===== src/hw/rtl/nonneg_double_radix_sorter_unit_assert.svh =====
// Assertion macros for the sorter unit
`ifndef NONNEG_DOUBLE_RADIX_SORTER_UNIT_ASSERT_SVH
`define NONNEG_DOUBLE_RADIX_SORTER_UNIT_ASSERT_SVH

`define NDRS_ASSERT_IMP(label, clk, rst, pre, post) \
   label: assert property (@(posedge clk) disable iff (rst) (pre) |-> (post)) \
      else $error("assertion failed");

`define NDRS_ASSERT_NXT(label, clk, rst, pre, post) \
   label: assert property (@(posedge clk) disable iff (rst) (pre) |=> (post)) \
      else $error("assertion failed");

`endif


===== src/hw/rtl/ndrs_pkg.sv =====
package ndrs_pkg;

   localparam int unsigned KeyWidth = 63;

   typedef enum logic [2:0] {
      ST_LOAD = 3'b001,
      ST_EMIT = 3'b010,
      ST_HOLD = 3'b100
   } state_type;

   typedef struct packed {
      logic insert;
      logic clear;
      logic emit;
   } cmd_type;

endpackage


===== src/hw/rtl/ndrs_control.sv =====
module ndrs_control #(
   parameter int unsigned CAPACITY = 64,
   parameter int unsigned CntWidth = 7
) (
   input  logic                clock,
   input  logic                reset,
   input  logic                req_valid,
   input  logic                req_last_in,
   output logic                req_stall,
   output logic                rsp_valid,
   input  logic                rsp_stall,
   output logic                rsp_last_out,
   output logic                out_load,
   input  logic [CntWidth-1:0] count,
   output ndrs_pkg::cmd_type   cmd
);

   ndrs_pkg::state_type state_ff, state_in;
   logic [CntWidth-1:0] left_ff, left_in;
   logic                vld_ff, vld_in, lst_ff, lst_in;
   logic                acc, room, free;

   assign free      = !vld_ff || !rsp_stall;
   assign req_stall = (state_ff != ndrs_pkg::ST_LOAD);
   assign acc       = req_valid && !req_stall;
   assign room      = (count < CntWidth'(CAPACITY));

   always_comb begin
      state_in = state_ff;
      left_in  = left_ff;
      vld_in   = vld_ff && rsp_stall;
      lst_in   = lst_ff;
      out_load = 1'b0;
      cmd      = '0;
      case (state_ff)
         ndrs_pkg::ST_LOAD: begin
            if (acc) begin
               cmd.insert = room;
               if (req_last_in) begin
                  left_in  = count + CntWidth'(room);
                  state_in = (left_in == '0) ? ndrs_pkg::ST_LOAD : ndrs_pkg::ST_EMIT;
                  cmd.clear = (left_in == '0);
               end
            end
         end
         ndrs_pkg::ST_EMIT: begin
            if (free) begin
               out_load = 1'b1;
               vld_in   = 1'b1;
               lst_in   = (left_ff == CntWidth'(1));
               cmd.emit = 1'b1;
               left_in  = left_ff - 1'b1;
               if (left_ff == CntWidth'(1)) begin
                  state_in  = ndrs_pkg::ST_HOLD;
                  cmd.clear = 1'b1;
               end
            end
         end
         ndrs_pkg::ST_HOLD: begin
            state_in = ndrs_pkg::ST_LOAD;
         end
         default: state_in = ndrs_pkg::ST_LOAD;
      endcase
   end

   always_ff @(posedge clock) begin
      if (reset) begin
         state_ff <= ndrs_pkg::ST_LOAD;
         vld_ff   <= 1'b0;
         left_ff  <= '0;
         lst_ff   <= 1'b0;
      end else begin
         state_ff <= state_in;
         vld_ff   <= vld_in;
         left_ff  <= left_in;
         lst_ff   <= lst_in;
      end
   end

   assign rsp_valid    = vld_ff;
   assign rsp_last_out = lst_ff;

endmodule

===== config.mk =====
export PLATFORM = sky130hd
export DESIGN_NAME = ndrs_control
export DESIGN_NICKNAME = d
export VERILOG_FILES = /design/src/hw/rtl/nonneg_double_radix_sorter_unit_assert.svh /design/src/hw/rtl/ndrs_pkg.sv /design/src/hw/rtl/ndrs_control.sv
export SDC_FILE = /design/constraint.sdc
export NUM_CORES = 1
export LEC_CHECK = 0
export ABC_CLOCK_PERIOD_IN_PS = 2870
export BUFFER_PORTS_ARGS = -buffer_cell sky130_fd_sc_hd__clkbuf_2
export CAP_MARGIN = 30
export CORE_ASPECT_RATIO = 0.9
export CORE_MARGIN = 2
export CORE_UTILIZATION = 52
export CTS_CLUSTER_DIAMETER = 120
export DETAILED_ROUTE_END_ITERATION = 6
export PLACE_DENSITY = 0.77
export RECOVER_POWER = 50
export SLEW_MARGIN = 20
export SYNTH_ARGS = -nofsm -noshare
export SYNTH_HDL_FRONTEND = slang
export SYNTH_SLANG_ARGS = --single-unit

===== constraint.sdc =====
create_clock -name clock -period 2.87 [get_ports clock]
set_clock_uncertainty 0.15 [all_clocks]
set_input_delay 0.7175 -clock clock [delete_from_list [all_inputs] [get_ports clock]]
set_output_delay 0.7175 -clock clock [all_outputs]
set_load 0.02 [all_outputs]

==> results.tsv <==
stage	metric	value	unit
status	status	finished, violations left	
status	failing checks	negative setup slack	
clock_network	Clock Sinks	12	
sta	min Tclk post-route	2.97	ns
drt	drt first pass iters	4	
sta	RSZ-0062 raised after global routing	yes	
sta	setup ws final	-0.0985	ns
pwr	pwr dens	465	nW/um^2
setup_path	Worst Setup End Kind	primary output	
drt	antenna viol nets, final	0	
clock_network	CTS Buf Count	3	
synthesis	asr flop ratio synth	0	%
place	DP Cell Count	155	
synthesis	flops & latches, synth	12	
setup_path	crit path DAT	2.10	ns
clock_network	H-tree depth	1	
global_routing	global-route wire length before repair	3510	um
clock_network	Worst-Skew Late Latency	0.27	ns
global_routing	GR Util All Layers	23.8	%
sta	Period Utilization, post-route	103	%
synthesis	synth unique cells	37	
synthesis	register area share after synthesis	28.0	%
synthesis	yosys warns	0	
sta	WHS	0.317	ns
setup_path	WS Path Type	input port to primary output	
synthesis	ys flop type	dfxtp_1	
sta	Hold Vio Cnt, Final	0	
synthesis	most repeated cell in the gate-level netlist after synthesis	nand2_1	
sta	fmax	0.337	GHz
finish	Non-Filler Instances	159	
floorplanning	die width	46.8	um
sta	Slew Limit Fails	0	
min_path	hold path depth	2	
run	max_cap viols	0	
floorplanning	die area	1990	sq um
clock_network	CTS tree	built	
setup_path	Critical R2R Launch	state_ff[1]	
setup_path	worst reg-to-reg path cell count	5	
synthesis	Mapped Area	857	sq um
setup_path	flop2flop setup slack	1.19	ns
setup_path	Reg-to-Reg End	left_ff[4]	
floorplanning	die height	42.5	um
drt	drt wl/cell	13.8	um
finish	final instance area	1160	sq um
clock_network	Bufs on Longest Clock Path	2	
synthesis	Syn Inst Count	110	
synthesis	Mean Syn Cell Area	7.79	sq um
pwr	peak supply drop	0.422	mV
synthesis	Post-synth EDFFs	0	
min_path	hold wc startpoint	rsp_last_out	
clock_network	Clock transition at path regs	0.08	ns
finish	Final nets	154	
drt	First DRT Iteration DRCs	18	
synthesis	most instantiated cells after synthesis	15 x nand2_1, 12 x dfxtp_1, 12 x nor2_1	
sta	Max-slew headroom	68.6	%
sta	Final Setup Violations	1	
place	IO Port Bufs	18	
drt	vias	882	
floorplanning	Initial Utilization	57.3	%
global_routing	number of global-route vias before repair	800	
finish	Filler Cells Inserted	113	
drt	Post-route DRC	0	
synthesis	Synth area leader	dfxtp_1	
synthesis	top cell type's share of synthesized area	28.0	%
floorplanning	Ports	19	
finish	area added between synthesis and finish	35.9	%
pwr	leakage	0.471	nW
floorplanning	row cnt	13	
setup_path	required time of the critical path	2.00	ns
min_path	worst hold path type	flip-flop to flip-flop	
synthesis	synth top area cells	dfxtp_1 28%, nand2_1 6.6%, a21oi_1 5.8%	
global_routing	initial antenna violation count	0	
sta	setup TNS	-0.0985	ns
place	pre-CTS WS	-0.290	ns
clock_network	hold_buf cts	0	
sta	Worst Tran Pin Value	0.471	ns
finish	layout cell share with drive strength beyond 1	31.4	%
place	DP HPWL	1550	um
drt	final WL	2200	um
floorplanning	total core area	1500	sq um
global_routing	largest net degree at the start of global routing	13	
place	Post-DP Area	1040	sq um
setup_path	Worst Path Max Fanout	4	
min_path	Hold EP	rsp_last_out	
clock_network	clock root buffer	clkbuf_4	
drt	detailed-route vias per instance	5.55	
setup_path	CP Launch Type	input port	
finish	antenna cells	0	
place	gpl congestion	0.846	
global_routing	remaining global-route overflow	0	
synthesis	syn nets	126	
## metal layers
metal / share of wire (%) / vias to the layer above / track usage [%]
li1: - / 445 / -
met1: 45 / 412 / 32.1
met2: 50 / 25 / 37.3
met3: 5.0 / 0 / 5.60
met4: 0 / 0 / 6.67
met5: 0 / - / 0
## worst max-delay path by stage
stage | start | slack (ns) | cells past startpoint | end
2_1_floorplan | count[6] | 0.01 | 8 | cmd[1]
3_3_place_gp | count[6] | -0.24 | 11 | cmd[1]
3_5_place_dp | count[6] | -0.29 | 11 | cmd[1]
4_1_cts | count[6] | -0.21 | 11 | cmd[1]
5_1_grt | count[6] | -0.18 | 11 | cmd[1]
6_report | count[6] | -0.1 | 11 | cmd[1]
## repair_timing
| item | 4_1_cts | 5_1_grt |
|---|---|---|
| pin swaps | 6 | 7 |
| setup buffers | 0 | 0 |
| gates resized for setup | 9 | 8 |
| endpoints found under the setup margin | 1 | 1 |
| hold endpoints to repair | 0 | 0 |
## sequential cells by signal, summed over array words and instances, names as in the netlist
signal / cells
state_ff: 3
left_ff: 7
rsp_last_out: 1
rsp_valid: 1
## cell families after synthesis
| family | synth area share, % |
|---|---|
| buffers and inverters | 5.40 |
| adder cells (fa/ha/maj) | 5.84 |
| flip-flops | 28.0 |
| AND/OR/NAND/NOR | 31.1 |
| XOR/XNOR | 8.18 |
| AO/OA/AOI/OAI | 19.1 |
| multiplexers | 2.34 |
## cell type report
class	count	area [sq um]	share of cell area, %
sequential	12	240	20.6
multi-input combinational	89	658	56.5
inverter	5	21.3	1.83
clock buffer	4	36.3	3.11
tap	22	27.5	2.36
timing repair buffer	27	181	15.6
## power by group
part           leakage [nW]  switching (mW)  internal, mW
registers            0.0978          0.0180         0.183
clock network        0.0210          0.0597        0.0770
logic                 0.352           0.115        0.0887
total                 0.471           0.193         0.349
## critical path, cell delays in order
cell and delay, ns:
buf_8 0.10, inv_4 0.05, ha_4 0.14, ha_4 0.16, and2_4 0.15, buf_4 0.12
nand3_2 0.10, o32ai_4 0.18, nand3_4 0.11, o21ai_4 0.15, buf_8 0.12
## layout by cell type (no fill, tap or decap), drive strengths merged, types with 2 or more instances in the layout
| cell type | count |
|---|---|
| a21oi | 10 |
| nor4 | 2 |
| o21ai | 8 |
| xor2 | 3 |
| o22ai | 2 |
| nand3b | 2 |
| xnor2 | 5 |
| nand2 | 15 |
| and3 | 2 |
| nand3 | 5 |
| nor2 | 12 |
| nor3b | 2 |
| nor3 | 2 |
| mux2i | 2 |
| ha | 4 |
| clkbuf | 19 |
| dfxtp | 12 |
| inv | 5 |
| buf | 12 |
## stage by stage
| step | utilization (%) | total power, mW |
|---|---|---|
| floorplan | - | 0.340 |
| CTS | 75.6 | 0.534 |
| detailed placement | 69.7 | 0.392 |
| global route | 77.8 | 0.577 |
| global placement | 69.7 | 0.387 |
| finish | 77.8 | 0.542 |
Note: power is estimated with default switching activity, not from simulation.
